===== src/mfl_pkg.sv =====
package mfl_pkg;

  localparam int unsigned FixedIds      = 12;
  localparam int unsigned IdsPerSection = 25;
  localparam int unsigned NumWidths     = 25;
  localparam int unsigned GroupSize     = 5;
  localparam int unsigned NumGroups     = NumWidths / GroupSize;
  localparam int unsigned BaseShift     = 50;
  // q = (x * RecipK) >> RecipShift equals x / 25 for all x < 8192
  localparam int unsigned RecipShift    = 23;
  localparam logic [18:0] RecipK        = 19'd335545;

  typedef struct packed {
    logic [12:0] field_id;
    logic [31:0] header_word;
    logic [63:0] section_word;
    logic        has_limit;
    logic [14:0] limit_words;
  } in_t;

  typedef struct packed {
    logic        present;
    logic [14:0] field_offset;
    logic [1:0]  field_width;
    logic [8:0]  section_index;
  } out_t;

  typedef struct packed {
    logic        ok;
    logic [49:0] widths;
    logic [4:0]  idx;
    logic [13:0] base;
    logic [8:0]  body;
    logic        has_limit;
    logic [14:0] limit;
    logic [8:0]  sidx;
  } dec_t;

  typedef struct packed {
    logic        ok;
    logic [1:0]  width;
    logic [14:0] offset;
    logic        has_limit;
    logic [14:0] limit;
    logic [8:0]  sidx;
  } sum_t;

endpackage


===== src/message_field_locator_core.sv =====
// Field locator for serialized messages.
// Input channel: drive in_item (field id, header word, section word, limit)
// and pulse start; a transaction is taken at each clock edge where start is
// high and busy is low. busy stays low: a new transaction may enter on
// every cycle.
// Result channel: out_valid is high for exactly one cycle with out_item
// (present, field_offset, field_width, section_index). The receiver cannot
// stall; results must be taken when shown.
// Pipeline: four stages plus the output register. Throughput: one
// transaction per cycle through the five-stage pipeline (reciprocal
// multiply, section select, masked width sums, offset add, limit check).
// Caller supplies the section word at index (field_id-12)/25; the index is
// echoed in section_index.
// Reset (rst_n low, synchronous) drops all in-flight transactions; no
// result strobes until new transactions are accepted.
module message_field_locator_core (
  input  logic          clk,
  input  logic          rst_n,
  input  logic          start,
  output logic          busy,
  input  mfl_pkg::in_t  in_item,
  output logic          out_valid,
  output mfl_pkg::out_t out_item
);

  logic          accept;
  logic          dec_valid;
  mfl_pkg::dec_t dec;
  logic          sum_valid;
  mfl_pkg::sum_t sum;

  assign busy   = 1'b0;
  assign accept = start && !busy;

  mfl_decode u_decode (
    .clk       (clk),
    .rst_n     (rst_n),
    .in_valid  (accept),
    .in_item   (in_item),
    .dec_valid (dec_valid),
    .dec       (dec)
  );

  mfl_sum u_sum (
    .clk       (clk),
    .rst_n     (rst_n),
    .dec_valid (dec_valid),
    .dec       (dec),
    .sum_valid (sum_valid),
    .sum       (sum)
  );

  // stage 5: width and end-limit check
  logic          out_valid_r;
  mfl_pkg::out_t out_r;
  mfl_pkg::out_t out_nxt;
  logic [15:0]   field_end;
  logic          fits;
  logic          ok;

  always_comb begin
    field_end = {1'b0, sum.offset} + {14'b0, sum.width};
    fits      = !sum.has_limit || (field_end <= {1'b0, sum.limit});
    ok        = sum.ok && (sum.width != 2'd0) && fits;
    out_nxt.present       = ok;
    out_nxt.field_offset  = ok ? sum.offset : 15'd0;
    out_nxt.field_width   = ok ? sum.width : 2'd0;
    out_nxt.section_index = sum.sidx;
  end

  always_ff @(posedge clk) begin
    if (!rst_n) begin
      out_valid_r <= 1'b0;
    end else begin
      out_valid_r <= sum_valid;
    end
    out_r <= out_nxt;
  end

  assign out_valid = out_valid_r;
  assign out_item  = out_r;

endmodule


===== src/mfl_decode.sv =====
module mfl_decode (
  input  logic          clk,
  input  logic          rst_n,
  input  logic          in_valid,
  input  mfl_pkg::in_t  in_item,
  output logic          dec_valid,
  output mfl_pkg::dec_t dec
);

  // stage 1: section index by reciprocal multiply
  logic          v1_r;
  mfl_pkg::in_t  item1_r;
  logic          fixed1_r;
  logic [12:0]   x1_r;
  logic [8:0]    q1_r;

  logic          fixed1_nxt;
  logic [12:0]   x1_nxt;
  logic [31:0]   prod;

  always_comb begin
    fixed1_nxt = (in_item.field_id < 13'(mfl_pkg::FixedIds));
    x1_nxt     = fixed1_nxt ? 13'd0 : (in_item.field_id - 13'(mfl_pkg::FixedIds));
    prod       = 32'(x1_nxt) * 32'(mfl_pkg::RecipK);
  end

  always_ff @(posedge clk) begin
    if (!rst_n) begin
      v1_r <= 1'b0;
    end else begin
      v1_r <= in_valid;
    end
    item1_r  <= in_item;
    fixed1_r <= fixed1_nxt;
    x1_r     <= x1_nxt;
    q1_r     <= prod[mfl_pkg::RecipShift +: 9];
  end

  // stage 2: position in section, width word select, range checks
  logic          v2_r;
  mfl_pkg::dec_t dec_r;
  mfl_pkg::dec_t dec_nxt;
  logic [13:0]   q25;
  logic [13:0]   pos_full;
  logic [7:0]    sections;

  always_comb begin
    q25      = {1'b0, q1_r, 4'b0} + {2'b0, q1_r, 3'b0} + {5'b0, q1_r};
    pos_full = {1'b0, x1_r} - q25;
    sections = item1_r.header_word[7:0];

    dec_nxt.body      = {sections, 1'b1};
    dec_nxt.has_limit = item1_r.has_limit;
    dec_nxt.limit     = item1_r.limit_words;
    dec_nxt.sidx      = q1_r;
    dec_nxt.ok        = !(item1_r.has_limit && ({6'b0, dec_nxt.body} >= item1_r.limit_words))
                        && (fixed1_r || (q1_r < {1'b0, sections}));
    if (fixed1_r) begin
      dec_nxt.widths = {26'b0, item1_r.header_word[31:8]};
      dec_nxt.idx    = {1'b0, item1_r.field_id[3:0]};
      dec_nxt.base   = 14'd0;
    end else begin
      dec_nxt.widths = item1_r.section_word[49:0];
      dec_nxt.idx    = pos_full[4:0];
      dec_nxt.base   = item1_r.section_word[mfl_pkg::BaseShift +: 14];
    end
  end

  always_ff @(posedge clk) begin
    if (!rst_n) begin
      v2_r <= 1'b0;
    end else begin
      v2_r <= v1_r;
    end
    dec_r <= dec_nxt;
  end

  assign dec_valid = v2_r;
  assign dec       = dec_r;

endmodule


===== src/mfl_sum.sv =====
module mfl_sum (
  input  logic          clk,
  input  logic          rst_n,
  input  logic          dec_valid,
  input  mfl_pkg::dec_t dec,
  output logic          sum_valid,
  output mfl_pkg::sum_t sum
);

  // stage 3: masked group sums and width select
  logic                                v3_r;
  logic [mfl_pkg::NumGroups-1:0][3:0]  grp_r;
  logic [mfl_pkg::NumGroups-1:0][3:0]  grp_nxt;
  logic [1:0]                          width3_r;
  logic [1:0]                          width3_nxt;
  mfl_pkg::dec_t                       dec3_r;

  always_comb begin
    width3_nxt = 2'd0;
    for (int i = 0; i < mfl_pkg::NumWidths; i++) begin
      if (dec.idx == 5'(i)) width3_nxt = dec.widths[2*i +: 2];
    end
    for (int g = 0; g < mfl_pkg::NumGroups; g++) begin
      grp_nxt[g] = 4'd0;
      for (int j = 0; j < mfl_pkg::GroupSize; j++) begin
        if (5'(g * mfl_pkg::GroupSize + j) < dec.idx) begin
          grp_nxt[g] = grp_nxt[g]
                     + {2'b0, dec.widths[2*(g*mfl_pkg::GroupSize + j) +: 2]};
        end
      end
    end
  end

  always_ff @(posedge clk) begin
    if (!rst_n) begin
      v3_r <= 1'b0;
    end else begin
      v3_r <= dec_valid;
    end
    grp_r    <= grp_nxt;
    width3_r <= width3_nxt;
    dec3_r   <= dec;
  end

  // stage 4: offset = body + base + group sums
  logic          v4_r;
  mfl_pkg::sum_t sum_r;
  mfl_pkg::sum_t sum_nxt;
  logic [6:0]    gsum;

  always_comb begin
    gsum = 7'd0;
    for (int g = 0; g < mfl_pkg::NumGroups; g++) begin
      gsum = gsum + {3'b0, grp_r[g]};
    end
    sum_nxt.ok        = dec3_r.ok;
    sum_nxt.width     = width3_r;
    sum_nxt.offset    = {6'b0, dec3_r.body} + {1'b0, dec3_r.base} + {8'b0, gsum};
    sum_nxt.has_limit = dec3_r.has_limit;
    sum_nxt.limit     = dec3_r.limit;
    sum_nxt.sidx      = dec3_r.sidx;
  end

  always_ff @(posedge clk) begin
    if (!rst_n) begin
      v4_r <= 1'b0;
    end else begin
      v4_r <= v3_r;
    end
    sum_r <= sum_nxt;
  end

  assign sum_valid = v4_r;
  assign sum       = sum_r;

endmodule


===== config.mk =====
export PLATFORM = sky130hd
export DESIGN_NAME = message_field_locator_core
export DESIGN_NICKNAME = d
export VERILOG_FILES = /design/src/mfl_pkg.sv /design/src/message_field_locator_core.sv /design/src/mfl_decode.sv /design/src/mfl_sum.sv
export SDC_FILE = /design/constraint.sdc
export NUM_CORES = 1
export LEC_CHECK = 0
export ABC_AREA = 1
export BUFFER_PORTS_ARGS = -buffer_cell sky130_fd_sc_hd__buf_2
export CORE_ASPECT_RATIO = 0.7
export CORE_MARGIN = 2
export CORE_UTILIZATION = 45
export CTS_BUF_LIST = sky130_fd_sc_hd__clkbuf_8
export DETAILED_ROUTE_END_ITERATION = 7
export SYNTH_ARGS = -nofsm -noshare
export SYNTH_HDL_FRONTEND = slang
export SYNTH_SLANG_ARGS = --single-unit

===== constraint.sdc =====
create_clock -name clk -period 12.9 [get_ports clk]
set_input_delay 2.58 -clock clk [delete_from_list [all_inputs] [get_ports clk]]
set_output_delay 2.58 -clock clk [all_outputs]
set_load 0.05 [all_outputs]

# Word-level counts from Yosys, hierarchy flattened
# Index checks and enable logic that the tools add are counted.
# word_totals
ram_bits,0
rom_bits,0
memories,0
output_inout_bits,29
latch_bits,0
word_cells,192
register_bits,379
# op_classes
addsub,31
n_shift,0
bitwise_logic,0
n_mul,1
eq_ne,24
n_div,0
n_reduce_logical,10
order_cmp,29
mux,52
# ops
cell,n
two-way mux 4 bit,20
adder 4 x 2 -> 4 bit,15
two-way mux 2 bit,30
equality test 5 bit (second input constant),9
< comparator 5 bit (first input constant),9
two-way mux 43 bit,1
equality test 5 x 4 -> 1 bit (second input constant),8
< comparator 4 x 5 -> 1 bit (first input constant),8
multiplier 13 x 19 -> 32 bit (second input constant),1
adder 7 x 4 -> 7 bit,3
equality test 5 x 3 -> 1 bit (second input constant),4
< comparator 3 x 5 -> 1 bit (first input constant),4
adder 15 x 2 -> 16 bit,1
less-or-equal comparator 16 x 15 -> 1 bit,1
adder 15 x 7 -> 15 bit,1
adder 2 x 2 -> 3 bit,5
adder 9 x 14 -> 15 bit,1
greater-or-equal comparator 9 x 15 -> 1 bit,1
< comparator 13 x 4 -> 1 bit (second input constant),1
two-way mux 13 bit,1
subtractor 13 x 4 -> 13 bit (second input constant),1
adder 5 bit,2
equality test 5 x 2 -> 1 bit (second input constant),2
< comparator 1 x 5 -> 1 bit (first input constant),2
other kinds (10),16

# Longest topological paths before layout
# Gate-level depths: netlist (run 1).
# depth
depth_word,26
mapped_depth,32

# Cells and area by module
# A second synthesis (run 1) with hierarchy kept.
# unflattened
cells_unflattened,2074
area_unflattened_um2,18911.9
# by_module_without_submodules
module,area_per_inst_um2,cells_per_inst,instances
mfl_decode,10934.2,1164,1
mfl_sum,6387.4,691,1
message_field_locator_core,1590.3,219,1

# Worst setup path before layout (run 1)
# Ideal clock, no wire load.
# synth_timing
path_type,input -> register
from,input port in_item[114] (netlist bit)
to,register u_decode.q1_r[3]
path_stages,27
path_buffers,0
arrival_time_ns,8.233
t_required_ns,12.780
setup_slack_ns,4.547
cell_sequence,a21oi_1 -> inv_1 -> or2_2 -> nor2_1 -> inv_1 -> nor2_1 -> nand2_1 -> nor2_1 -> nor2_1 -> nor3_1 -> inv_1 -> fa_1 -> fa_1 -> inv_1 -> fa_1 -> inv_1 -> fa_1 -> fa_1 -> inv_1 -> ha_1 -> a21oi_1 -> o21ai_0 -> a211oi_1 -> o21ai_0 -> nand3_1 -> nand2_1 -> xor2_1
# synth_between
elab_chain_cells,3
# synth_lines
element,line,source
start: declaration,message_field_locator_core.sv:21,"input mfl_pkg::in_t in_item,"
subtractor 13 x 4 -> 13 bit / < comparator 13 x 4 -> 1 bit (equally long branches),"mfl_decode.sv:23, mfl_decode.sv:22",
two-way mux 13 bit *,mfl_decode.sv:23,x1_nxt = fixed1_nxt ? 13'd0 : (in_item.field_id - 13'(mfl_pkg::FixedIds));
multiplier 13 x 19 -> 32 bit *,mfl_decode.sv:24,prod = 32'(x1_nxt) * 32'(mfl_pkg::RecipK);
via u_decode.prod[26],mfl_decode.sv:19,logic [31:0] prod;
end signal: assignment,mfl_decode.sv:36,q1_r <= prod[mfl_pkg::RecipShift +: 9];
end: declaration,mfl_decode.sv:15,logic [8:0] q1_r;
# The timed path passes the listed nets; every way through them passes the cells marked *.
# A chain may end at the register's enable or synchronous reset.

# Final worst setup path (run 1)
# layout_timing
from,input port in_item[114] (netlist bit)
to,register u_decode.q1_r[7]
# Same word-level chain as after synthesis.

==> impl_results.md, run 1 <==
* Status: finished, final reports clean
* Worst setup EP type: flip-flop
* EDFF count, synth at 0
* Netlist cell types at 51
* Port bufs at 155
* Share of layout cells above drive strength 1 at 13.8%
* Min Clock Period, post-route at 8130 ps
* # hold bufs at CTS at 0
* Nets at 2,591
* Asr flop ratio synth at 0%
* Vias in the first global route at 12,300
* Max_slew headroom at 43.1%
* Num Clock Sinks at 379
* Post_cts resized at 0
* Drt pass-1 iters at 5
* GRT Util Overall at 19.5%
* Core Rows at 61
* Most frequent cells in the layout: 435 x inv_1, 378 x dfxtp_1, 293 x nand2_1
* Setup_tns at 0 ps
* Slew Limit Fails at 0
* Final Hold Fails at 0
* H-tree depth at 2
* Worst setup SP type: input port
* Max Cap Violations at 0
* Initial antenna violation count at 0
* Largest net degree at the start of global routing at 69
* Routed WL per cell at 14.7 um
* Area leader, netlist: dfxtp_1
* CTS tree: yes
* Post-CTS Setup Inserts at 0
* DR vias at 12,600
* DRC at 0
* Top cell type's share of synthesized area at 42.0%
* Synth Flop Type: dfxtp_1
* Sequential area share after synthesis at 42.0%
* CP arrival at 8620 ps
* Chip height at 172 um
* First-pass GRT wire length at 63.8 mm
* Bufs on Longest Clock Path at 3
* Hold Crit Class: flip-flop to flip-flop
* Final setup violation count at 0
* Cts bufs inserted at 57
* Fmax achieved at 123 MHz
* Vias per cell at 4.60
* Area Growth Syn to Fin at 14.8%
* Routed Antenna Nets at 0
* I/O Pins at 157
* Worst Tran Pin Value at 850 ps
* WP data required at 13,400 ps
* DRT iter0 DRCs at 717
* Reg clk slew, reported paths at 70 ps
* Area contributors post-synth: dfxtp_1 42%, ha_1 14%, fa_1 13%
* Antenna diodes at 0
* Die area at 41,800 um^2
* Starting Density at 45.5%
* RSZ-0062 raised after global routing: no
* Root Buffer: clkbuf_8
* Clock Latency Late Sink at 620 ps
* Syn Area/Cell at 9.28 um^2
* Final wirelength at 40.2 mm
* Mapped Nets at 2,389
* Post-DP HPWL at 32.8 mm
* Total gr overflow at 0
* FF+latch count, synth at 379
* Worst-path fanout max at 6
* Core area at 39,700 um^2
* Leading cell type in the layout, fill and taps excluded: inv_1
* Routability cong. at 0.918
* Gate Count Post-Synth at 1,948
* Period Utilization, post-route at 63.0%
* Post-Syn Area at 18,100 um^2
* Critical path type: input port to flip-flop
* Die width at 244 um
* Synth warn at 0
* Final setup skew at 18.1 ps
-- final cells by class --
type	instances	area, um^2
tap	535	669
clock inverter	35	325
clock buffer	69	950
sequential	379	7590
fill	3794	18900
inverter	436	1640
multi-input combinational	1115	8760
timing repair buffer	161	821
-- sequential cells by signal, summed over array words and instances (netlist names) --
register and flops:
u_decode.fixed1_r 1, out_valid 1, u_decode.item1_r 92, u_decode.v1_r 1, u_decode.dec_nxt 24, u_decode.x1_r 5, out_item 27, u_sum.v3_r 1
u_sum.dec3_r 48, u_sum.sum 43, u_sum.grp_r 20, u_sum.sum_valid 1, u_decode.q1_r 9, u_decode.dec_valid 1, u_decode.dec 103, u_sum.width3_r 2
-- per-stage QoR --
| step | worst slack [ps] | utilization (%) | cells | cell area (um^2) | hold WS (ps) |
|---|---|---|---|---|---|
| global placement | 4300 | 49.1 | 2626 | 19500 | 310 |
| global route | 4360 | 52.3 | 2730 | 20700 | 324 |
| CTS | 4830 | 52.3 | 2730 | 20700 | 317 |
| floorplan | 4550 | - | 1948 | 18100 | 310 |
| detailed placement | 4170 | 49.1 | 2626 | 19500 | 312 |
| finish | 4770 | 52.3 | 2730 | 20700 | 319 |
-- synthesized netlist by cell type (2+ instances only) --
master and instances:
nor3_1 23, fa_1 116, nor2_4 6, nor4_1 6
mux2_2 4, o21ai_0 42, nand4_1 22, nand2_1 293
a21boi_0 2, clkbuf_1 9, nor2_2 10, a21oi_1 71
a21o_1 2, nor3b_1 3, buf_2 2, inv_1 420
nor2_1 157, xnor2_1 27, o31ai_1 4, o21ai_1 7
o21ai_2 4, o21a_1 9, dfxtp_1 379, buf_1 2
a31oi_1 16, or2_2 5, xor2_1 34, o211ai_1 3
a211oi_1 5, nand2_2 4, ha_1 197, nand3_1 25
a221oi_1 3, inv_2 15, buf_4 5
-- final timing paths --
| path | to | startpoint | depth (start not counted) | slack, ps |
|---|---|---|---|---|
| worst max-delay path | u_decode.q1_r[7] | in_item[114] | 26 | 4770 |
| worst min-delay path | u_sum.dec3_r[15] | u_decode.dec[15] | 0 | 320 |
| worst max register to register | u_sum.sum[37] | u_sum.grp_r[0] | 22 | 7470 |
| worst min register to register | u_sum.dec3_r[15] | u_decode.dec[15] | 0 | 320 |
-- cells by family (layout without fill, tap and decap cells) --
logic type / after synthesis / in the layout / share of synthesized area (%)
buf+inv: 454 / 701 / 9.55
flops: 379 / 379 / 42.0
xor+xnor: 63 / 63 / 3.14
simple gates: 561 / 561 / 13.1
fa+ha+maj: 313 / 313 / 26.5
other cells: 1 / 1 / 0.0207
mux: 4 / 4 / 0.249
compound gates: 173 / 173 / 5.48
-- routing by layer --
| layer | vias up | routed length, um | GRT usage (%) |
|---|---|---|---|
| met5 | - | 0 | 0 |
| met4 | 0 | 631 | 4.83 |
| met3 | 47 | 2790 | 4.49 |
| met2 | 334 | 16300 | 28.4 |
| met1 | 5786 | 20400 | 28.9 |
| li1 | 6393 | - | - |
-- critical path, stage by stage --
cell      delay, ps
buf_2           140
ha_1            220
nor2_1          150
nand2_1         110
nor3_1          270
nand2_1         120
inv_1           120
a31oi_1         100
nor2_1          440
inv_1           130
fa_1            570
fa_1            540
inv_1            60
fa_1            540
inv_1            60
fa_1            500
fa_1            540
inv_1            40
ha_1            330
a21oi_1         210
nor2_1           60
o21ai_0         190
nand3_1         100
a221oi_1        270
nand2_1         100
xor2_1          140
Power of run 1 is left out: the tool's default activity adds up to more than one toggle a clock period on the data nets, which glitch-free logic cannot reach.
==> inputs of run 2 (changes only) <==
--- a/config.mk
+++ b/config.mk
@@ -5,7 +5,7 @@
 export SDC_FILE = /design/constraint.sdc
 export NUM_CORES = 1
 export LEC_CHECK = 0
-export ABC_AREA = 1
+export ABC_AREA = 0
 export BUFFER_PORTS_ARGS = -buffer_cell sky130_fd_sc_hd__buf_2
 export CORE_ASPECT_RATIO = 0.7
 export CORE_MARGIN = 2
==> constraint.sdc (replaced) <==
create_clock -name clk -period 8.55 [get_ports clk]
set_input_delay 1.71 -clock clk [delete_from_list [all_inputs] [get_ports clk]]
set_output_delay 1.71 -clock clk [all_outputs]
set_load 0.05 [all_outputs]
==> impl_results.md, run 2 <==
* Final setup violation count at 0
* Final setup skew at 39.6 ps
* Initial antenna violation count at 2
* Post-Syn Area at 17,900 um^2
* Final Hold Fails at 0
* WP data required at 9050 ps
* Area Growth Syn to Fin at 14.2%
* Worst setup EP type: flip-flop
* Syn Area/Cell at 10.8 um^2
* CP most frequent cell: inv_1
* Critical path type: input port to flip-flop
* Top-count cell post-synth: dfxtp_1
* Vias in the first global route at 11,800
* Fmax achieved at 132 MHz
* Worst setup SP type: input port
* Asr flop ratio synth at 0%
* Sequential area share after synthesis at 42.3%
* Area contributors post-synth: dfxtp_1 42%, ha_1 14%, fa_1 13%
* Clock Latency Late Sink at 630 ps
* Worst Tran Pin Value at 1060 ps
* Synth Flop Type: dfxtp_1
* Slowest cell on the critical path: fa_1
* Largest net degree at the start of global routing at 73
* Fill cells at 3,660
* Worst path max stage delay at 570 ps
* Footprint of the multi-input gates at 9140 um^2
* Die area at 41,500 um^2
* Most frequent cells in the layout: 378 x dfxtp_1, 294 x inv_1, 197 x ha_1
* Area leader, netlist: dfxtp_1
* First-pass GRT wire length at 63.5 mm
* Max Cap Violations at 0
* Number of flip-flops in the largest register at 103
* Chip height at 171 um
* Buf+Inv Stages, Crit Path at 7
* Root Buffer: clkbuf_8
* H-tree depth at 2
* Cts bufs inserted at 57
* DRC at 0
* Total gr overflow at 0
* CP Launch Point: in_item[114]
* Routed Antenna Nets at 0
* Drt pass-1 iters at 5
* Share of layout cells above drive strength 1 at 17.2%
* Post-CTS Setup Inserts at 0
* CP arrival at 8090 ps
* Bufs on Longest Clock Path at 3
* Slew Limit Fails at 0
* Vias per cell at 4.75
* # hold bufs at CTS at 0
* Period Utilization, post-route at 88.7%
* DR vias at 11,600
* Reg clk slew, reported paths at 60 ps
* Starting Density at 45.4%
* Min Clock Period, post-route at 7590 ps
* Final wirelength at 39.6 mm
* Top cell type's share of synthesized area at 42.3%
* CTS tree: yes
* Post-DP HPWL at 31.5 mm
* Worst-path fanout max at 5
* EDFF count, synth at 0
* Hold path start: u_sum.dec3_r[1]
* Setup_tns at 0 ps
* Max_slew headroom at 28.4%
* FF+latch area at 7590 um^2
* FF+latch count, synth at 379
* Hold Crit Class: flip-flop to flip-flop
* Crit path max-delay family: adder cells
* Num Clock Sinks at 379
* Synth cell count leaders: 379 x dfxtp_1, 281 x inv_1, 197 x ha_1
* Die width at 243 um
* Routability cong. at 0.924
* Reg-to-reg critical path startpoint: u_sum.grp_r[0]
* Leading cell type in the layout, fill and taps excluded: dfxtp_1
* Synth warn at 0
* Core area at 39,500 um^2
* RSZ-0062 raised after global routing: no
* Status: finished, final reports clean
* Core Rows at 61
* I/O Pins at 157
* DRT iter0 DRCs at 741
* Gate Count Post-Synth at 1,668
* Netlist cell types at 70
* GRT Util Overall at 19.6%
* Mapped Nets at 2,109
* Routed WL per cell at 16.2 um
* Post_cts resized at 0
* Port bufs at 155
* Nets at 2,304
run 2: through the flow:
stage,util [%],hold WS [ps],instances,setup WS (ps),instance area [um^2]
after floorplan,-,310,1668,971,17900
after global placement,48.9,311,2339,379,19300
after detailed placement,48.9,312,2339,327,19300
after CTS,51.8,289,2439,1000,20500
after global routing,51.8,296,2439,545,20500
final,51.8,298,2440,964,20500
run 2: worst reg2reg max path, stage by stage (launching register included):
cell	delay [ps]
dfxtp_1	310
ha_1	220
fa_1	410
xnor2_1	340
fa_1	480
inv_1	80
fa_1	460
ha_1	310
a21o_1	150
a21oi_1	230
xor2_1	120
fa_1	490
inv_1	40
ha_1	330
o21ai_0	150
a21boi_0	270
o21ai_0	140
a21boi_0	320
o2111ai_1	190
a21oi_1	200
xor2_1	150
run 2: cell type report:
type,count,share of cell area [%]
Tap cell,535,3.27
Clock buffer,73,4.90
Timing Repair Buffer,169,4.30
Sequential cell,379,37.0
Inverter,281,5.15
Clock inverter,27,0.721
Multi-Input combinational cell,975,44.6
Antenna cell,1,0.0122
run 2: kinds of logic after synthesis:
logic type,synth area share [%]
buffers and inverters,6.78
AND/OR/NAND/NOR,8.38
other,0.0209
adder cells (fa/ha/maj),26.7
XOR/XNOR,3.27
flip-flops,42.3
multiplexers,4.05
AO/OA/AOI/OAI,8.53
run 2: worst paths after layout:
check	end	slack, ps	cells past startpoint
max	u_decode.q1_r[8]	960	27
min	u_sum.sum[1]	300	0
max reg2reg	u_sum.sum[38]	3080	20
min reg2reg	u_sum.sum[1]	300	0
run 2: routing by layer:
metal,wire [um],GRT usage (%),vias to the layer above
met4,629,4.43,2
met5,16,0,-
met3,2800,5.18,48
li1,-,-,5819
met1,20100,29.1,5435
met2,16100,28.2,295
Power of run 2 is left out for the same reason.
==> inputs of run 3 (changes only) <==
--- a/config.mk
+++ b/config.mk
@@ -6,12 +6,12 @@
 export NUM_CORES = 1
 export LEC_CHECK = 0
 export ABC_AREA = 0
-export BUFFER_PORTS_ARGS = -buffer_cell sky130_fd_sc_hd__buf_2
 export CORE_ASPECT_RATIO = 0.7
 export CORE_MARGIN = 2
 export CORE_UTILIZATION = 45
 export CTS_BUF_LIST = sky130_fd_sc_hd__clkbuf_8
 export DETAILED_ROUTE_END_ITERATION = 7
+export DONT_BUFFER_PORTS = 1
 export SYNTH_ARGS = -nofsm -noshare
 export SYNTH_HDL_FRONTEND = slang
 export SYNTH_SLANG_ARGS = --single-unit
==> impl_results.md, run 3 (same netlist as run 2, synthesis figures left out) <==
* Min Clock Period, post-route at 7580 ps
* WL met2 at 15.9 mm
* Area Growth Syn to Fin at 9.95%
* RSZ-0062 raised after global routing: no
* Worst-path fanout max at 5
* FF+latch area at 7590 um^2
* Hold Path End: u_sum.dec3_r[40]
* Core Rows at 61
* DRC at 0
* Slew Limit Fails at 0
* Clock Latency Late Sink at 610 ps
* Vias in the first global route at 11,100
* Setup_tns at 0 ps
* # hold bufs at CTS at 0
* Post-layout instance area at 19,700 um^2
* Final setup skew at 25.5 ps
* Max Cap Violations at 0
* Period Utilization, post-route at 88.6%
* Num Clock Sinks at 379
* Fill cells at 3,588
* Post_cts resized at 0
* DRT iter0 DRCs at 673
* DR vias at 11,200
* Met3 routed WL at 2.92 mm
* WP data required at 9040 ps
* Final wirelength at 38.6 mm
* Leading cell type in the layout, fill and taps excluded: dfxtp_1
* Post-DP HPWL at 30.9 mm
* Drt pass-1 iters at 5
* Hold Crit Class: flip-flop to flip-flop
* Max_slew headroom at 30.8%
* Worst Hold Depth at 0
* Routed met1 length at 19.2 mm
* Routed Antenna Nets at 0
* CP arrival at 8070 ps
* Cts bufs inserted at 57
* Hold path start: u_decode.dec[40]
* I/O Pins at 157
* Reg-to-reg critical path startpoint: u_sum.grp_r[0]
* Post-CTS Setup Inserts at 0
* Reg clk slew, reported paths at 60 ps
* Critical path type: input port to flip-flop
* Final Hold Fails at 0
* Top sig layer: met4
* Root Buffer: clkbuf_8
* H-tree depth at 2
* Routed WL per cell at 16.9 um
* Status: finished, final reports clean
* Bufs on Longest Clock Path at 3
* Worst setup SP type: input port
* Placed Instance Area at 18,600 um^2
* Chip height at 171 um
* Vias per cell at 4.88
* Largest net degree at the start of global routing at 73
* Fmax achieved at 132 MHz
* Worst setup EP type: flip-flop
* Die width at 243 um
* Number of flip-flops in the largest register at 103
* Antenna diodes at 0
* Most frequent cells in the layout: 378 x dfxtp_1, 302 x inv_1, 197 x ha_1
* Reg-to-Reg End: u_sum.sum[38]
* Core area at 39,500 um^2
* CTS tree: yes
* R2R setup slack at 3080 ps
* Worst Tran Pin Value at 1030 ps
* Footprint of the multi-input gates at 9140 um^2
* Starting Density at 45.4%
* First-pass GRT wire length at 60.9 mm
* Port bufs at 0
* Share of layout cells above drive strength 1 at 9.48%
* Routability cong. at 0.920
* Initial antenna violation count at 3
* Final setup violation count at 0
* R2R cell count at 20
* Total gr overflow at 0
* Die area at 41,500 um^2
* GRT Util Overall at 18.8%
* Nets at 2,149
[run 3: changes by cell type in the layout (fill, tap and decap cells not counted), moves of 2 or more]
cell / change
clkinvlp_4: +2
clkbuf_8: -9
inv_1: +8
bufinv_16: +4
buf_2: -155
[run 3: area by class of cell]
| type | count | share of cell area [%] |
|---|---|---|
| Clock buffer | 64 | 4.47 |
| Clock inverter | 38 | 1.47 |
| Tap cell | 535 | 3.39 |
| Timing Repair Buffer | 14 | 0.533 |
| Sequential cell | 379 | 38.5 |
| Multi-Input combinational cell | 975 | 46.3 |
| Inverter | 281 | 5.35 |
[run 3: metal layers]
metal,vias to the layer above,track usage [%]
met5,-,0
met4,0,4.80
met3,49,5.29
met2,334,27.1
met1,5278,27.6
li1,5505,-
[run 3: worst max-delay path: stages]
cell	delay [ps]
ha_1	190
or3_1	400
nor3_1	320
nand2_1	120
xor2_1	150
or2_2	300
inv_1	180
ha_1	280
inv_1	80
fa_1	490
fa_1	540
inv_1	50
fa_1	520
inv_1	50
fa_1	520
inv_1	40
ha_1	310
a21oi_1	220
a21oi_1	100
o21a_1	200
o41ai_1	550
a31oi_1	210
a21oi_1	270
o21bai_1	100
xor2_1	140
[run 3: per-stage QoR]
stage               utilization (%)  worst slack (ps)  hold WS (ps)  std cells
floorplan                         -               971           310       1668
CTS                            49.9              1060           308       2286
global placement               46.9               510           310       2184
global route                   49.9               565           307       2286
detailed placement             46.9               387           312       2184
finish                         49.9               973           315       2286
[run 3: worst max path at each step]
| stage | startpoint | to | slack (ps) |
|---|---|---|---|
| 2_1_floorplan | in_item[114] | u_decode.q1_r[8] | 970 |
| 3_3_place_gp | in_item[114] | u_decode.q1_r[8] | 510 |
| 3_5_place_dp | in_item[114] | u_decode.q1_r[8] | 390 |
| 4_1_cts | in_item[114] | u_decode.q1_r[8] | 1060 |
| 5_1_grt | in_item[114] | u_decode.q1_r[8] | 570 |
| 6_report | in_item[114] | u_decode.q1_r[8] | 970 |
Power of run 3 is left out for the same reason.
